==> src/sv/cbt_pkg.sv <==
package cbt_pkg;

  // Field widths of the result word
  localparam int REC_OUT_W   = 24;
  localparam int FIELD_OUT_W = 16;

  // Default counter widths
  localparam int FIELD_COUNT_BITS_DEF  = 16;
  localparam int RECORD_COUNT_BITS_DEF = 24;

  // Result queue
  localparam int QUEUE_DEPTH = 8;
  localparam int PTR_W       = $clog2(QUEUE_DEPTH);
  localparam int LVL_W       = $clog2(QUEUE_DEPTH + 1);

  // Delimiter after reset: comma
  localparam logic [7:0] DELIM_RESET = 8'd44;

  // Special characters
  localparam logic [7:0] CH_QUOTE = 8'h22;
  localparam logic [7:0] CH_CR    = 8'h0D;
  localparam logic [7:0] CH_LF    = 8'h0A;

  // Input opcodes
  localparam logic OP_BYTE = 1'b0;
  localparam logic OP_END  = 1'b1;

  // Result kinds
  localparam logic [2:0] KIND_BYTE       = 3'd0;
  localparam logic [2:0] KIND_FIELD_END  = 3'd1;
  localparam logic [2:0] KIND_RECORD_END = 3'd2;
  localparam logic [2:0] KIND_ERROR      = 3'd3;
  localparam logic [2:0] KIND_DONE       = 3'd4;

  // Error codes
  localparam logic [1:0] ERR_NONE      = 2'd0;
  localparam logic [1:0] ERR_OPEN_QUOT = 2'd1;
  localparam logic [1:0] ERR_NO_HEADER = 2'd2;
  localparam logic [1:0] ERR_COUNT     = 2'd3;

  typedef struct packed {
    logic       opcode;
    logic [7:0] text_byte;
  } in_word_t;

  typedef struct packed {
    logic [2:0]             result_kind;
    logic [7:0]             content_byte;
    logic [1:0]             err_code;
    logic [REC_OUT_W-1:0]   record_number;
    logic [FIELD_OUT_W-1:0] fields_in_record;
    logic                   run_last;
  } out_word_t;

  // Up to two result words pushed into the queue in one cycle
  typedef struct packed {
    logic [1:0] n;
    out_word_t  w0;
    out_word_t  w1;
  } res_push_t;

endpackage

==> src/sv/cbt_scan.sv <==
module cbt_scan import cbt_pkg::*; #(
  parameter int FIELD_COUNT_BITS  = FIELD_COUNT_BITS_DEF,
  parameter int RECORD_COUNT_BITS = RECORD_COUNT_BITS_DEF
) (
  input  logic             clk,
  input  logic             rst,
  input  logic             item_valid,
  output logic             item_ready,
  input  in_word_t         item,
  input  logic             cfg_we,
  input  logic [7:0]       cfg_wdata,
  input  logic [LVL_W-1:0] level,
  output res_push_t        push
);

  typedef enum logic [1:0] {ST_START, ST_UNQ, ST_QUOTED, ST_QQ} scan_t;

  localparam int SUM_W = LVL_W + 1;

  logic                         stg_valid;
  in_word_t                     stg;
  logic [7:0]                   delim;
  scan_t                        st, st_next;
  logic                         crp, crp_next;
  logic [FIELD_COUNT_BITS-1:0]  rfc, rfc_next;
  logic [FIELD_COUNT_BITS-1:0]  hfc, hfc_next;
  logic [RECORD_COUNT_BITS-1:0] rc, rc_next;
  logic                         el, el_next;

  function automatic out_word_t mk_word(input logic [2:0] kind, input logic [7:0] cb,
                                        input logic [1:0] ec,
                                        input logic [REC_OUT_W-1:0] rec,
                                        input logic [FIELD_OUT_W-1:0] fld);
    out_word_t w;
    w.result_kind      = kind;
    w.content_byte     = cb;
    w.err_code         = ec;
    w.record_number    = rec;
    w.fields_in_record = fld;
    w.run_last         = 1'b0;
    return w;
  endfunction

  // Room for two words from the stage and two from a new word
  assign item_ready = (SUM_W'(level) + (stg_valid ? SUM_W'(2) : SUM_W'(0)))
                      <= SUM_W'(QUEUE_DEPTH - 2);

  // Record end shared by line breaks and flush
  logic [FIELD_COUNT_BITS-1:0]  re_cnt;
  logic [RECORD_COUNT_BITS-1:0] rc_inc;
  logic                         re_hdr, re_bad;
  out_word_t                    re_word;

  always_comb begin
    re_cnt  = (rfc == '1) ? rfc : rfc + 1'b1;
    rc_inc  = (rc == '1) ? rc : rc + 1'b1;
    re_hdr  = (rc == '0);
    re_bad  = !re_hdr && (re_cnt != hfc);
    re_word = mk_word(re_bad ? KIND_ERROR : KIND_RECORD_END, 8'd0,
                      re_bad ? ERR_COUNT : ERR_NONE,
                      REC_OUT_W'(rc), FIELD_OUT_W'(re_cnt));
  end

  // Scanner decision
  logic [7:0] c;
  logic       brk, do_byte, do_fe, do_re;

  always_comb begin
    c        = stg.text_byte;
    brk      = (c == CH_CR) || (c == CH_LF);
    do_byte  = 1'b0;
    do_fe    = 1'b0;
    do_re    = 1'b0;
    st_next  = st;
    crp_next = crp;
    rfc_next = rfc;
    hfc_next = hfc;
    rc_next  = rc;
    el_next  = el;
    push     = '0;

    if (stg_valid && stg.opcode == OP_BYTE && !el) begin
      crp_next = 1'b0;
      if (!(crp && c == CH_LF)) begin
        case (st)
          ST_START: begin
            if (c == CH_QUOTE) st_next = ST_QUOTED;
            else if (c == delim) do_fe = 1'b1;
            else if (brk) do_re = 1'b1;
            else begin
              st_next = ST_UNQ;
              do_byte = 1'b1;
            end
          end
          ST_UNQ: begin
            if (c == delim) do_fe = 1'b1;
            else if (brk) do_re = 1'b1;
            else do_byte = 1'b1;
          end
          ST_QUOTED: begin
            if (c == CH_QUOTE) st_next = ST_QQ;
            else do_byte = 1'b1;
          end
          ST_QQ: begin
            if (c == CH_QUOTE) begin
              // doubled quote: literal quote, back inside quotes
              st_next = ST_QUOTED;
              do_byte = 1'b1;
            end else if (c == delim) do_fe = 1'b1;
            else if (brk) do_re = 1'b1;
            else begin
              st_next = ST_UNQ;
              do_byte = 1'b1;
            end
          end
          default: st_next = ST_START;
        endcase
      end

      if (do_byte) begin
        push.n  = 2'd1;
        push.w0 = mk_word(KIND_BYTE, c, ERR_NONE, REC_OUT_W'(rc), '0);
      end else if (do_fe) begin
        rfc_next = re_cnt;
        st_next  = ST_START;
        push.n   = 2'd1;
        push.w0  = mk_word(KIND_FIELD_END, 8'd0, ERR_NONE, REC_OUT_W'(rc), '0);
      end else if (do_re) begin
        crp_next = (c == CH_CR);
        rfc_next = '0;
        st_next  = ST_START;
        if (re_hdr) hfc_next = re_cnt;
        if (re_bad) el_next = 1'b1;
        else rc_next = rc_inc;
        push.n  = 2'd1;
        push.w0 = re_word;
      end
      push.w0.run_last = 1'b1;
    end else if (stg_valid && stg.opcode == OP_END) begin
      // End of input: flush, report, done, then re-arm
      if (el) begin
        push.n  = 2'd1;
        push.w0 = mk_word(KIND_DONE, 8'd0, ERR_NONE, REC_OUT_W'(rc), '0);
      end else if (st == ST_QUOTED) begin
        push.n  = 2'd2;
        push.w0 = mk_word(KIND_ERROR, 8'd0, ERR_OPEN_QUOT, REC_OUT_W'(rc), '0);
        push.w1 = mk_word(KIND_DONE, 8'd0, ERR_NONE, REC_OUT_W'(rc), '0);
      end else if (st != ST_START || rfc != '0) begin
        push.n  = 2'd2;
        push.w0 = re_word;
        push.w1 = mk_word(KIND_DONE, 8'd0, ERR_NONE,
                          REC_OUT_W'(re_bad ? rc : rc_inc), '0);
      end else if (re_hdr) begin
        push.n  = 2'd2;
        push.w0 = mk_word(KIND_ERROR, 8'd0, ERR_NO_HEADER, '0, '0);
        push.w1 = mk_word(KIND_DONE, 8'd0, ERR_NONE, '0, '0);
      end else begin
        push.n  = 2'd1;
        push.w0 = mk_word(KIND_DONE, 8'd0, ERR_NONE, REC_OUT_W'(rc), '0);
      end
      if (push.n == 2'd2) push.w1.run_last = 1'b1;
      else push.w0.run_last = 1'b1;
      st_next  = ST_START;
      crp_next = 1'b0;
      rfc_next = '0;
      hfc_next = '0;
      rc_next  = '0;
      el_next  = 1'b0;
    end
  end

  // Input stage, scanner state and delimiter register
  always_ff @(posedge clk) begin
    if (rst) begin
      stg_valid <= 1'b0;
      delim     <= DELIM_RESET;
      st        <= ST_START;
      crp       <= 1'b0;
      rfc       <= '0;
      hfc       <= '0;
      rc        <= '0;
      el        <= 1'b0;
    end else begin
      stg_valid <= item_valid && item_ready;
      if (cfg_we) delim <= cfg_wdata;
      st  <= st_next;
      crp <= crp_next;
      rfc <= rfc_next;
      hfc <= hfc_next;
      rc  <= rc_next;
      el  <= el_next;
    end
  end

  always_ff @(posedge clk) begin
    if (item_valid && item_ready) stg <= item;
  end

  // Two words in one cycle only at end of input
  a_pair_only_at_end: assert property (@(posedge clk) disable iff (rst)
    push.n == 2'd2 |-> (stg_valid && stg.opcode == OP_END))
    else $error("two result words from a text byte");

  // The last pushed word carries run_last, and only that one
  a_run_last: assert property (@(posedge clk) disable iff (rst)
    push.n != 2'd0 |-> ((push.n == 2'd1) ? push.w0.run_last
                                          : (push.w1.run_last && !push.w0.run_last)))
    else $error("run_last misplaced");

  // End of input re-arms the scanner
  a_rearm: assert property (@(posedge clk) disable iff (rst)
    (stg_valid && stg.opcode == OP_END) |=>
      (st == ST_START && !crp && rfc == '0 && hfc == '0 && rc == '0 && !el))
    else $error("scanner not re-armed after end of input");

endmodule

==> src/sv/cbt_fifo.sv <==
module cbt_fifo import cbt_pkg::*; (
  input  logic             clk,
  input  logic             rst,
  input  res_push_t        push,
  input  logic             pop,
  output out_word_t        head,
  output logic [LVL_W-1:0] level
);

  out_word_t        mem [QUEUE_DEPTH];
  logic [PTR_W-1:0] wp, rp;
  logic [PTR_W-1:0] wp1;

  assign wp1  = wp + PTR_W'(1);
  assign head = mem[rp];

  // Pointers and fill level
  always_ff @(posedge clk) begin
    if (rst) begin
      wp    <= '0;
      rp    <= '0;
      level <= '0;
    end else begin
      wp    <= wp + PTR_W'(push.n);
      if (pop) rp <= rp + PTR_W'(1);
      level <= level + LVL_W'(push.n) - LVL_W'(pop);
    end
  end

  // Storage, up to two words written per cycle
  always_ff @(posedge clk) begin
    if (push.n != 2'd0) mem[wp] <= push.w0;
    if (push.n == 2'd2) mem[wp1] <= push.w1;
  end

  a_no_overflow: assert property (@(posedge clk) disable iff (rst)
    (LVL_W + 2)'(level) + (LVL_W + 2)'(push.n) <= (LVL_W + 2)'(QUEUE_DEPTH))
    else $error("result queue overflow");

  a_pop_drains: assert property (@(posedge clk) disable iff (rst)
    (pop && push.n == 2'd0) |=> level == $past(level) - LVL_W'(1))
    else $error("result queue level not decremented on pop");

endmodule

==> src/sv/csv_byte_tokenizer.sv <==
// CSV tokenizer, one text byte per cycle while item_ready is high.
// Input channel item_valid/item_ready carries an in_word_t: opcode selects
// a text byte or end of input. Output channel result_valid/result_ready
// carries out_word_t words: field bytes, field ends, record ends, errors
// and done, with run_last set on the last word caused by each input word.
// A text byte gives zero or one result word; end of input gives one or two.
// A word taken is registered in the input stage, scanned from that
// register and written to an eight-entry result queue, from which its
// results are offered. Throughput is one input word per cycle while
// item_ready is high; the queue keeps accepting while results wait,
// and item_ready drops once the queue has no room for two more
// words beyond those still owed by the word in the input register.
// cfg_we/cfg_wdata load the delimiter; write only while idle.
// Reset (rst, synchronous) empties the queue, sets the delimiter to comma
// and clears the scanner. A stalled receiver fills the queue, and then
// item_ready stays low until words are taken again.
module csv_byte_tokenizer import cbt_pkg::*; #(
  parameter int FIELD_COUNT_BITS  = FIELD_COUNT_BITS_DEF,
  parameter int RECORD_COUNT_BITS = RECORD_COUNT_BITS_DEF
) (
  input  logic       clk,
  input  logic       rst,
  input  logic       item_valid,
  output logic       item_ready,
  input  in_word_t   item,
  output logic       result_valid,
  input  logic       result_ready,
  output out_word_t  result,
  input  logic       cfg_we,
  input  logic [7:0] cfg_wdata
);

  res_push_t        push;
  logic [LVL_W-1:0] level;

  cbt_scan #(
    .FIELD_COUNT_BITS  (FIELD_COUNT_BITS),
    .RECORD_COUNT_BITS (RECORD_COUNT_BITS)
  ) u_scan (
    .clk        (clk),
    .rst        (rst),
    .item_valid (item_valid),
    .item_ready (item_ready),
    .item       (item),
    .cfg_we     (cfg_we),
    .cfg_wdata  (cfg_wdata),
    .level      (level),
    .push       (push)
  );

  cbt_fifo u_fifo (
    .clk   (clk),
    .rst   (rst),
    .push  (push),
    .pop   (result_valid && result_ready),
    .head  (result),
    .level (level)
  );

  assign result_valid = (level != '0);

endmodule

==> config.mk <==
export PLATFORM = sky130hd
export DESIGN_NAME = csv_byte_tokenizer
export DESIGN_NICKNAME = d
export VERILOG_FILES = /design/src/sv/cbt_pkg.sv /design/src/sv/cbt_scan.sv /design/src/sv/cbt_fifo.sv /design/src/sv/csv_byte_tokenizer.sv
export SDC_FILE = /design/constraint.sdc
export NUM_CORES = 1
export LEC_CHECK = 0
export BUFFER_PORTS_ARGS = -buffer_cell sky130_fd_sc_hd__buf_2
export CORE_UTILIZATION = 25
export DETAILED_ROUTE_END_ITERATION = 6
export GPL_TIMING_DRIVEN = 1
export PLACE_DENSITY = 0.42
export SLEW_MARGIN = 20
export SYNTH_ARGS = -nofsm -noshare
export SYNTH_HDL_FRONTEND = slang
export SYNTH_HIERARCHICAL = 1
export SYNTH_SLANG_ARGS = --single-unit
==> constraint.sdc <==
create_clock -name clk -period 17.9 [get_ports clk]
set_clock_uncertainty 0.05 [all_clocks]
set_input_delay 0.895 -clock clk [delete_from_list [all_inputs] [get_ports clk]]
set_output_delay 0.895 -clock clk [all_outputs]
set_load 0.01 [all_outputs]
# Word-level counts from Yosys, hierarchy flattened
# Memory sizes are Yosys's and may differ from the RTL's. A register that Yosys moved wholly into a read port is not among the register bits.
# Cells that the tools add are included.
[word_totals]
ramBits = 432
word_cells = 148
mem_count = 1
inputBits = 22
ff_bits = 88
[op_classes]
bitwise_logic = 1
addsub = 8
muxes = 83
n_eq_ne = 18
n_reduce_logical = 23
magnitude_cmp = 1
[memory_table]
columns = ["name", "depth", "word_bits", "read_ports", "rd_ports_with_merged_regs", "wr", "line", "text"]
rows = [
  ["u_fifo.mem", 8, 54, 1, 1, 2, "cbt_fifo.sv:10", "out_word_t mem [QUEUE_DEPTH];"],
]
[op_table]
columns = ["operator", "count"]
rows = [
  ["56-bit two-way mux", 7],
  ["110-bit two-way mux", 3],
  ["16-bit two-way mux", 11],
  ["24-bit two-way mux", 7],
  ["54-bit two-way mux", 3],
  ["55-bit two-way mux", 1],
  ["1-bit two-way mux", 33],
  ["24-bit by 1-bit adder with 24-bit output (second input constant)", 1],
  ["24-bit equality test (second input constant)", 1],
  ["24-bit logical NOT", 1],
  ["2-bit two-way mux", 12],
  ["16-bit by 1-bit adder with 16-bit output (second input constant)", 1],
  ["16-bit equality test (second input constant)", 1],
  ["8-bit by 4-bit equality test with 1-bit output (second input constant)", 2],
  ["16-bit inequality test", 1],
  ["16-bit nonzero test", 1],
  ["5-bit AND reduction", 2],
  ["2-bit equality test (second input constant)", 4],
  ["8-bit by 6-bit equality test with 1-bit output (second input constant)", 1],
  ["8-bit equality test", 1],
  ["1-bit logical AND", 7],
  ["3-bit by 1-bit adder with 3-bit output (second input constant)", 2],
  ["3-bit two-way mux", 2],
  ["2-bit inequality test (second input constant)", 3],
  ["other kinds (20)", 26],
]

# Logic depth before layout (Yosys ltp)
# Gate-level depths: netlist (run 1).
[depth]
depth_word = 17
depth_mapped = 16
ltp_nobuf = 15

# By module
# Netlist (run 1), hierarchy kept.
[by_module_without_submodules]
columns = ["mod", "area_each_um2", "cells_each", "instances"]
rows = [
  ["cbt_fifo", 22135.0, 1178, 1],
  ["cbt_scan", 6045.8, 819, 1],
  ["csv_byte_tokenizer", 18.8, 2, 1],
]

# Least setup slack after synthesis (run 1)
# OpenSTA, ideal clock, no wires.
[synth_path]
path_kind = "flip-flop to flip-flop"
from = "reg u_scan.stg (netlist bit u_scan/c[1])"
to = "mem u_fifo/mem[1][0] in the netlist's numbering (enable)"
setup_time_ns = 0.547
slack_ns = 10.952
arrival_ns = 6.352
period_less_slack_ns = 6.948
required_time_ns = 17.303
path_buffers = 0
stages_incl_launch_ff = 11
cell_sequence = "edfxtp_1 -> nor3b_1 -> o211ai_1 -> o21a_1 -> o21a_1 -> a221oi_1 -> a211oi_1 -> o21bai_1 -> nand2_1 -> o21ai_0 -> o31ai_1"
[synth_lines]
columns = ["element", "line", "text"]
rows = [
  ["from (decl)", "cbt_scan.sv:21", "in_word_t stg;"],
  ["from (signal assigned)", "cbt_scan.sv:196", "if (item_valid && item_ready) stg <= item;"],
  ["to (decl)", "cbt_fifo.sv:10", ""],
]

==> impl_metrics.yaml, run 1 <==
floorplan:
  start_util: 0.253
  die_x_um: 338
  dieArea_um2: 114000
  core_um2: 111000
  ioPinCount: 78
  die_h_um: 338
  num_rows: 122
setup_path:
  cp-start-kind: "flop"
  crit_path_max_incr_delay_ns: 0.91
  r2r-end: "u_fifo/mem[6][8]"
  timing.rr.start: "u_scan/c[4]"
  crit_fanout: 34
  cpMostUsedCell: "o21a_1"
  cp_data_required_time_ns: 18.24
  cp_slowest_cell: "nor2_4"
  reg2reg_setup_slack_ns: 11.96
  cp.arrival_ns: 6.28
  reg2regPathDepth: 12
  worstPathCellList: "nor3_1 -> o211ai_1 -> o21a_1 -> o21a_1 -> a221oi_1 -> a211oi_1 -> o21bai_1 -> nand2_1 -> nand4b_1 -> nor2_4 -> buf_4 -> mux2_2"
  endpoint_kind: "flop"
  critical_path_class: "reg2reg"
logic_synthesis:
  yosysUniqueCellTypes: 79
  yosysTopAreaCell: "edfxtp_1"
  synthArstFlopShare: 0
  netlist_instances: 1999
  synth_edf_count: 441
  synthTopCellsByCount: "mux2_2 (487), edfxtp_1 (441), mux4_2 (108)"
  yosys_warnings: 6
  yosys.area.top_type_share: 0.470
  synth_seq_cells: 523
  netlist_area_um2: 28200
  ys_seq_area_frac: 0.528
  synthTopCellsByArea: "edfxtp_1 (47%), mux2_2 (19%), mux4_2 (8.6%)"
  yosysMostFrequentCell: "mux2_2"
  synthFlopType: "edfxtp_1"
  syn_avg_cell_area_um2: 14.1
detailed_routing:
  dr.pass1.iters: 5
  vias: 17300
  vias_per_cell: 4.84
  ant_nets: 0
  first_iter_violations: 1212
  wl_per_cell_um: 23.9
  drc_errors: 0
  wl_um: 85200
sta:
  finalHoldViolations: 0
  slew_viol_final: 0
  finalSetupViolations: 0
  period_share: 0.332
  maxSlewHeadroom: 0.261
  rsz0062_at_grt: "no"
  tightest_slew_ns: 1.10
  post-route-min-period_ns: 5.94
  setup_slack_ns: 11.96
  tns_ns: 0
  max_freq_mhz: 168
finish:
  design_area_um2: 32000
  num_antenna_cells: 0
  nNetsFinal: 2076
  fin_cells: 3574
  layout-drive-gt1-share: 0.400
  final_util: 0.287
  fillCellCount: 11200
  syn_to_final_growth_pct: 13.4
placement:
  postPlaceCellArea_um2: 30000
  place_ws_ns: 12.06
  place_congestion: 0.806
  io_buffers: 77
  placed_cells: 3458
  dp_hpwl_um: 50300
cts:
  cts_resized: 0
  clk_pin_slew_ns: 0.06
  cts_root_buf: "clkbuf_16"
  numCtsBuffers: 61
  cts_hold_buf: 0
  htree_levels: 2
  clk_path_buf_depth: 3
  cts.sinks: 523
  cts_tree: "done"
  worstSkewPairLatency_ns: 0.65
  cts_setup_buffers: 0
hold_path:
  hold_class: "in2reg"
  holdPathEnd: "u_scan/c[4]"
  worstHoldStart: "item[4]"
  timing.hold.worst_path_depth: 1
pwr:
  p_per_area_nw_per_um2: 101
  p_leak_uw: 0.0112
  ir_drop_mv: 0.0691
global_route:
  grt_max_degree: 65
  antenna_found_initial: 2
  global_route.usage.total: 0.149
  overflow: 0
  grt_pass1_vias: 18200
  grt_pass1_wl_um: 125000
status:
  status: "finished, final reports clean"
flow_run:
  max_cap_violations: 0
[layout by cell type (no fill, tap or decap), drive strengths merged, types with 24 or more instances in the layout]
cell type	netlist	routed
nand3	35	35
dfxtp	82	82
clkinv	1	27
a21oi	65	65
or4	24	24
buf	106	110
o21ai	39	39
clkbuf	59	83
inv	29	30
conb	1	28
mux2	487	487
nor3	37	37
xnor2	28	28
o211ai	24	24
edfxtp	441	441
nor2b	34	34
or3	26	26
mux4	108	108
nor2	90	90
nand2	73	73
[logic make-up after synthesis]
| logic type | after synthesis | synth area share |
|---|---|---|
| other cells | 1 | 0.000133 |
| compound gates | 199 | 0.0452 |
| fa+ha+maj | 20 | 0.00941 |
| flops | 523 | 0.528 |
| mux | 608 | 0.285 |
| simple gates | 417 | 0.0817 |
| xor+xnor | 36 | 0.0117 |
| buf+inv | 195 | 0.0387 |
[where the power goes]
group / switching, uW / total, uW / internal (uW)
clock: 518 / 1230 / 707
sequential: 52.5 / 1420 / 1370
combinational: 312 / 572 / 260
[per-layer routing]
metal,GRT usage,part of all wire,wire length [um]
met5,0,0.00020,17
met4,0.0328,0.018,1510
met3,0.0204,0.035,2970
met2,0.263,0.51,43200
met1,0.191,0.44,37600
[stage by stage]
stage | hold slack, ns | total power [uW]
global route | 0.364 | 3370
global placement | 0.406 | 2040
finish | 0.396 | 3220
CTS | 0.349 | 3290
floorplan | 0.382 | 1810
detailed placement | 0.402 | 2040
[state kept, by name (all words and copies together) (netlist names), named ones only]
register and count:
u_fifo/mem 432, u_scan/delim 8, u_scan/st 2, u_scan/hfc 16
u_scan/el 1, u_fifo/wp 3, u_scan/crp 1, u_scan/stg 1
u_scan/stg_valid 1, u_scan/c 8, u_scan/rc 24, u_fifo/level 4
u_fifo/rp 3, u_scan/rfc 16
[worst max path at each step]
stage,from,endpoint,slack [ns],cells after the start
final,u_scan/c[4],u_fifo/mem[6][8],11.96,12
after global routing,u_scan/c[4],u_fifo/mem[6][17],11.67,12
after CTS,u_scan/c[6],u_fifo/mem[6][8],12.05,12
after detailed placement,u_scan/c[6],u_fifo/mem[6][8],12.06,12
after global placement,u_scan/c[4],u_fifo/mem[6][8],12.09,12
after floorplan,u_scan/c[1],u_fifo/mem[1][0],10.95,10
[critical path, delay by kind of cell (launching register included)]
family	cells	cell delay [ns]
and+or+nand+nor	4	2.22
AOI/OAI and AO/OA	6	1.72
buffers and inverters	1	0.77
DFF	1	0.47
muxes	1	0.42
[area by class of cell]
cell class | instances | area [um^2] | share of cell area
Multi-Input combinational cell | 1308 | 12500 | 0.391
Clock buffer | 83 | 1630 | 0.0510
Timing Repair Buffer | 110 | 657 | 0.0205
Inverter | 30 | 113 | 0.00352
Clock inverter | 32 | 307 | 0.00959
Tap cell | 1488 | 1860 | 0.0582
Sequential cell | 523 | 14900 | 0.466
No activity file was read; power rests on OpenSTA's default activity.
==> inputs of run 2 (changes only) <==
--- a/config.mk
+++ b/config.mk
@@ -9,7 +9,7 @@
 export CORE_UTILIZATION = 25
 export DETAILED_ROUTE_END_ITERATION = 6
 export GPL_TIMING_DRIVEN = 1
-export PLACE_DENSITY = 0.42
+export PLACE_DENSITY = 0.43
 export SLEW_MARGIN = 20
 export SYNTH_ARGS = -nofsm -noshare
 export SYNTH_HDL_FRONTEND = slang
==> constraint.sdc (replaced) <==
create_clock -name clk -period 5.26 [get_ports clk]
set_clock_uncertainty 0.05 [all_clocks]
set_input_delay 0.263 -clock clk [delete_from_list [all_inputs] [get_ports clk]]
set_output_delay 0.263 -clock clk [all_outputs]
set_load 0.01 [all_outputs]
==> run 2 against run 1 <==
Register-to-register slack worse by 11 ns. Routed wire length decreased by 0.57%. Critical endpoint is now u_fifo/mem[1][30]. Non-clock buffer count rose by 50. Sequential cell count unchanged. Worst setup slack worse by 11 ns. Die area did not move. Via count rose by 0.99%. Global-route usage barely moved. Clock power grew to 3.6 times the previous value. Final cell count rose by 1.5%.
==> impl_metrics.yaml, run 2 (synthesis results as in run 1) <==
sta:
  max_freq_mhz: 215
  setup_slack_ns: 0.606
  post-route-min-period_ns: 4.65
  finalHoldViolations: 0
  rsz0062_at_grt: "no"
  hold_slack_ns: 0.0743
  tightest_slew_ns: 1.10
  slew_viol_final: 0
  finalSetupViolations: 0
  maxSlewHeadroom: 0.266
  period_share: 0.885
global_route:
  antenna_found_initial: 1
  grt_pass1_wl_um: 124000
  grt_max_degree: 55
  overflow: 0
  grt_pass1_vias: 18200
  global_route.usage.total: 0.148
detailed_routing:
  wl_um: 84800
  dr.pass1.iters: 5
  ant_nets: 0
  vias: 17500
  first_iter_violations: 1064
  drc_errors: 0
  wl_per_cell_um: 23.4
  vias_per_cell: 4.82
setup_path:
  timing.rr.start: "u_scan/rfc[1]"
  r2r-end: "u_fifo/mem[1][30]"
  cp.arrival_ns: 5.08
  reg2regPathDepth: 13
  endpoint_kind: "flop"
  crit_fanout: 32
  reg2reg_setup_slack_ns: 0.61
  cp-start-kind: "flop"
  critical_path_class: "reg2reg"
  cp_data_required_time_ns: 5.69
pwr:
  ir_drop_mv: 0.224
  p_leak_uw: 0.0116
  p_per_area_nw_per_um2: 342
floorplan:
  die_x_um: 338
  core_um2: 111000
  die_h_um: 338
  start_util: 0.253
  num_rows: 122
  ioPinCount: 78
  dieArea_um2: 114000
finish:
  layout_commonest_cell: "mux2_2"
  largest_registers: "u_fifo/mem: 432 flops, u_scan/rc: 24 flops"
  nNetsFinal: 2131
  syn_to_final_growth_pct: 16.1
  layout-drive-gt1-share: 0.407
  final_cell_mix: "mux2_2 (487), edfxtp_1 (441), mux4_2 (108)"
  largest_reg_flops: 432
  largest-register: "u_fifo/mem"
cts:
  clk_path_buf_depth: 3
  cts.sinks: 523
  cts_resized: 0
  cts_root_buf: "clkbuf_16"
  cts_tree: "done"
  worstSkewPairLatency_ns: 0.62
  clk_pin_slew_ns: 0.06
  htree_levels: 3
  numCtsBuffers: 66
placement:
  io_buffers: 77
  place_congestion: 0.811
  place_ws_ns: 0.376
  dp_hpwl_um: 49500
hold_path:
  hold_class: "in2reg"
  worstHoldStart: "cfg_we"
  holdPathEnd: "u_scan/delim[6]"
  timing.hold.worst_path_depth: 3
flow_run:
  max_cap_violations: 0
status:
  status: "finished, final reports clean"
==> run 2: changes by cell type in the layout (fill, tap and decap cells not counted), sizes merged <==
| cell | change |
|---|---|
| dlygate4sd3 | +17 |
| inv | +1 |
| clkinv | -9 |
| bufinv | -2 |
| buf | +33 |
| diode | +1 |
| clkbuf | +12 |
==> run 2: area by class of cell <==
type | instances | area, um^2
Fill cell | 11100 | 78600
Sequential cell | 523 | 14900
Multi-Input combinational cell | 1308 | 12500
Clock buffer | 95 | 1860
Tap cell | 1488 | 1860
Timing Repair Buffer | 160 | 1290
Clock inverter | 22 | 223
Inverter | 30 | 113
Antenna cell | 1 | 2.50
==> run 2: through the flow <==
stage                     total power [uW]   util  instances  setup TNS (ns)  cell area (um^2)
after floorplan                       6160      -       2026         -270.19             28300
after global placement                6920  0.273       3489               0             30400
after detailed placement              6940  0.274       3489               0             30400
after CTS                            11400  0.294       3623               0             32700
after global routing                 11700  0.294       3627               0             32700
final                                11200  0.294       3627               0             32700
==> run 2: how the worst max path moves through the flow <==
stage	start	endpoint	cells past startpoint
final	u_scan/rfc[1]	u_fifo/mem[1][30]	13
after global routing	u_scan/rfc[1]	u_fifo/mem[4][29]	13
after CTS	u_scan/rfc[1]	u_fifo/mem[0][27]	12
after detailed placement	u_scan/rfc[1]	u_fifo/mem[0][27]	12
after global placement	u_scan/rfc[1]	u_fifo/mem[2][30]	12
after floorplan	u_scan/c[1]	u_fifo/mem[3][0]	10
==> run 2: worst max-delay path, stage by stage (launching register included) <==
cell and delay [ns]:
dfxtp_1 0.50, ha_1 0.37, nand3_2 0.27, nor3_1 0.34, mux2i_1 0.46, nor2_1 0.06, or4_1 0.49, nor4_4 0.29
buf_4 0.18, o211ai_1 0.08, buf_4 0.27, or3_1 0.38, a21oi_1 0.49, mux2_2 0.27
==> run 2: power breakdown <==
part | switching [uW] | internal, uW | total, uW | leakage, uW
registers | 169 | 4670 | 4840 | 0.00492
logic | 1020 | 922 | 1940 | 0.00565
clock network | 1780 | 2620 | 4400 | 0.00102
==> run 2: routing by layer <==
layer	GRT usage	vias up	routed length [um]	share of wire
met1	0.193	9074	38100	0.45
met4	0.0317	0	1200	0.014
met5	0	-	0	0
li1	-	7965	-	-
met2	0.259	351	42300	0.50
met3	0.0222	81	3160	0.037
==> run 2: timing repair <==
| item | CTS | global route |
|---|---|---|
| buffers inserted | 0 | 3 |
| hold endpoints to repair | 17 | 0 |
| endpoints found under the setup margin | 0 | 96 |
| hold buffers | 17 | 0 |
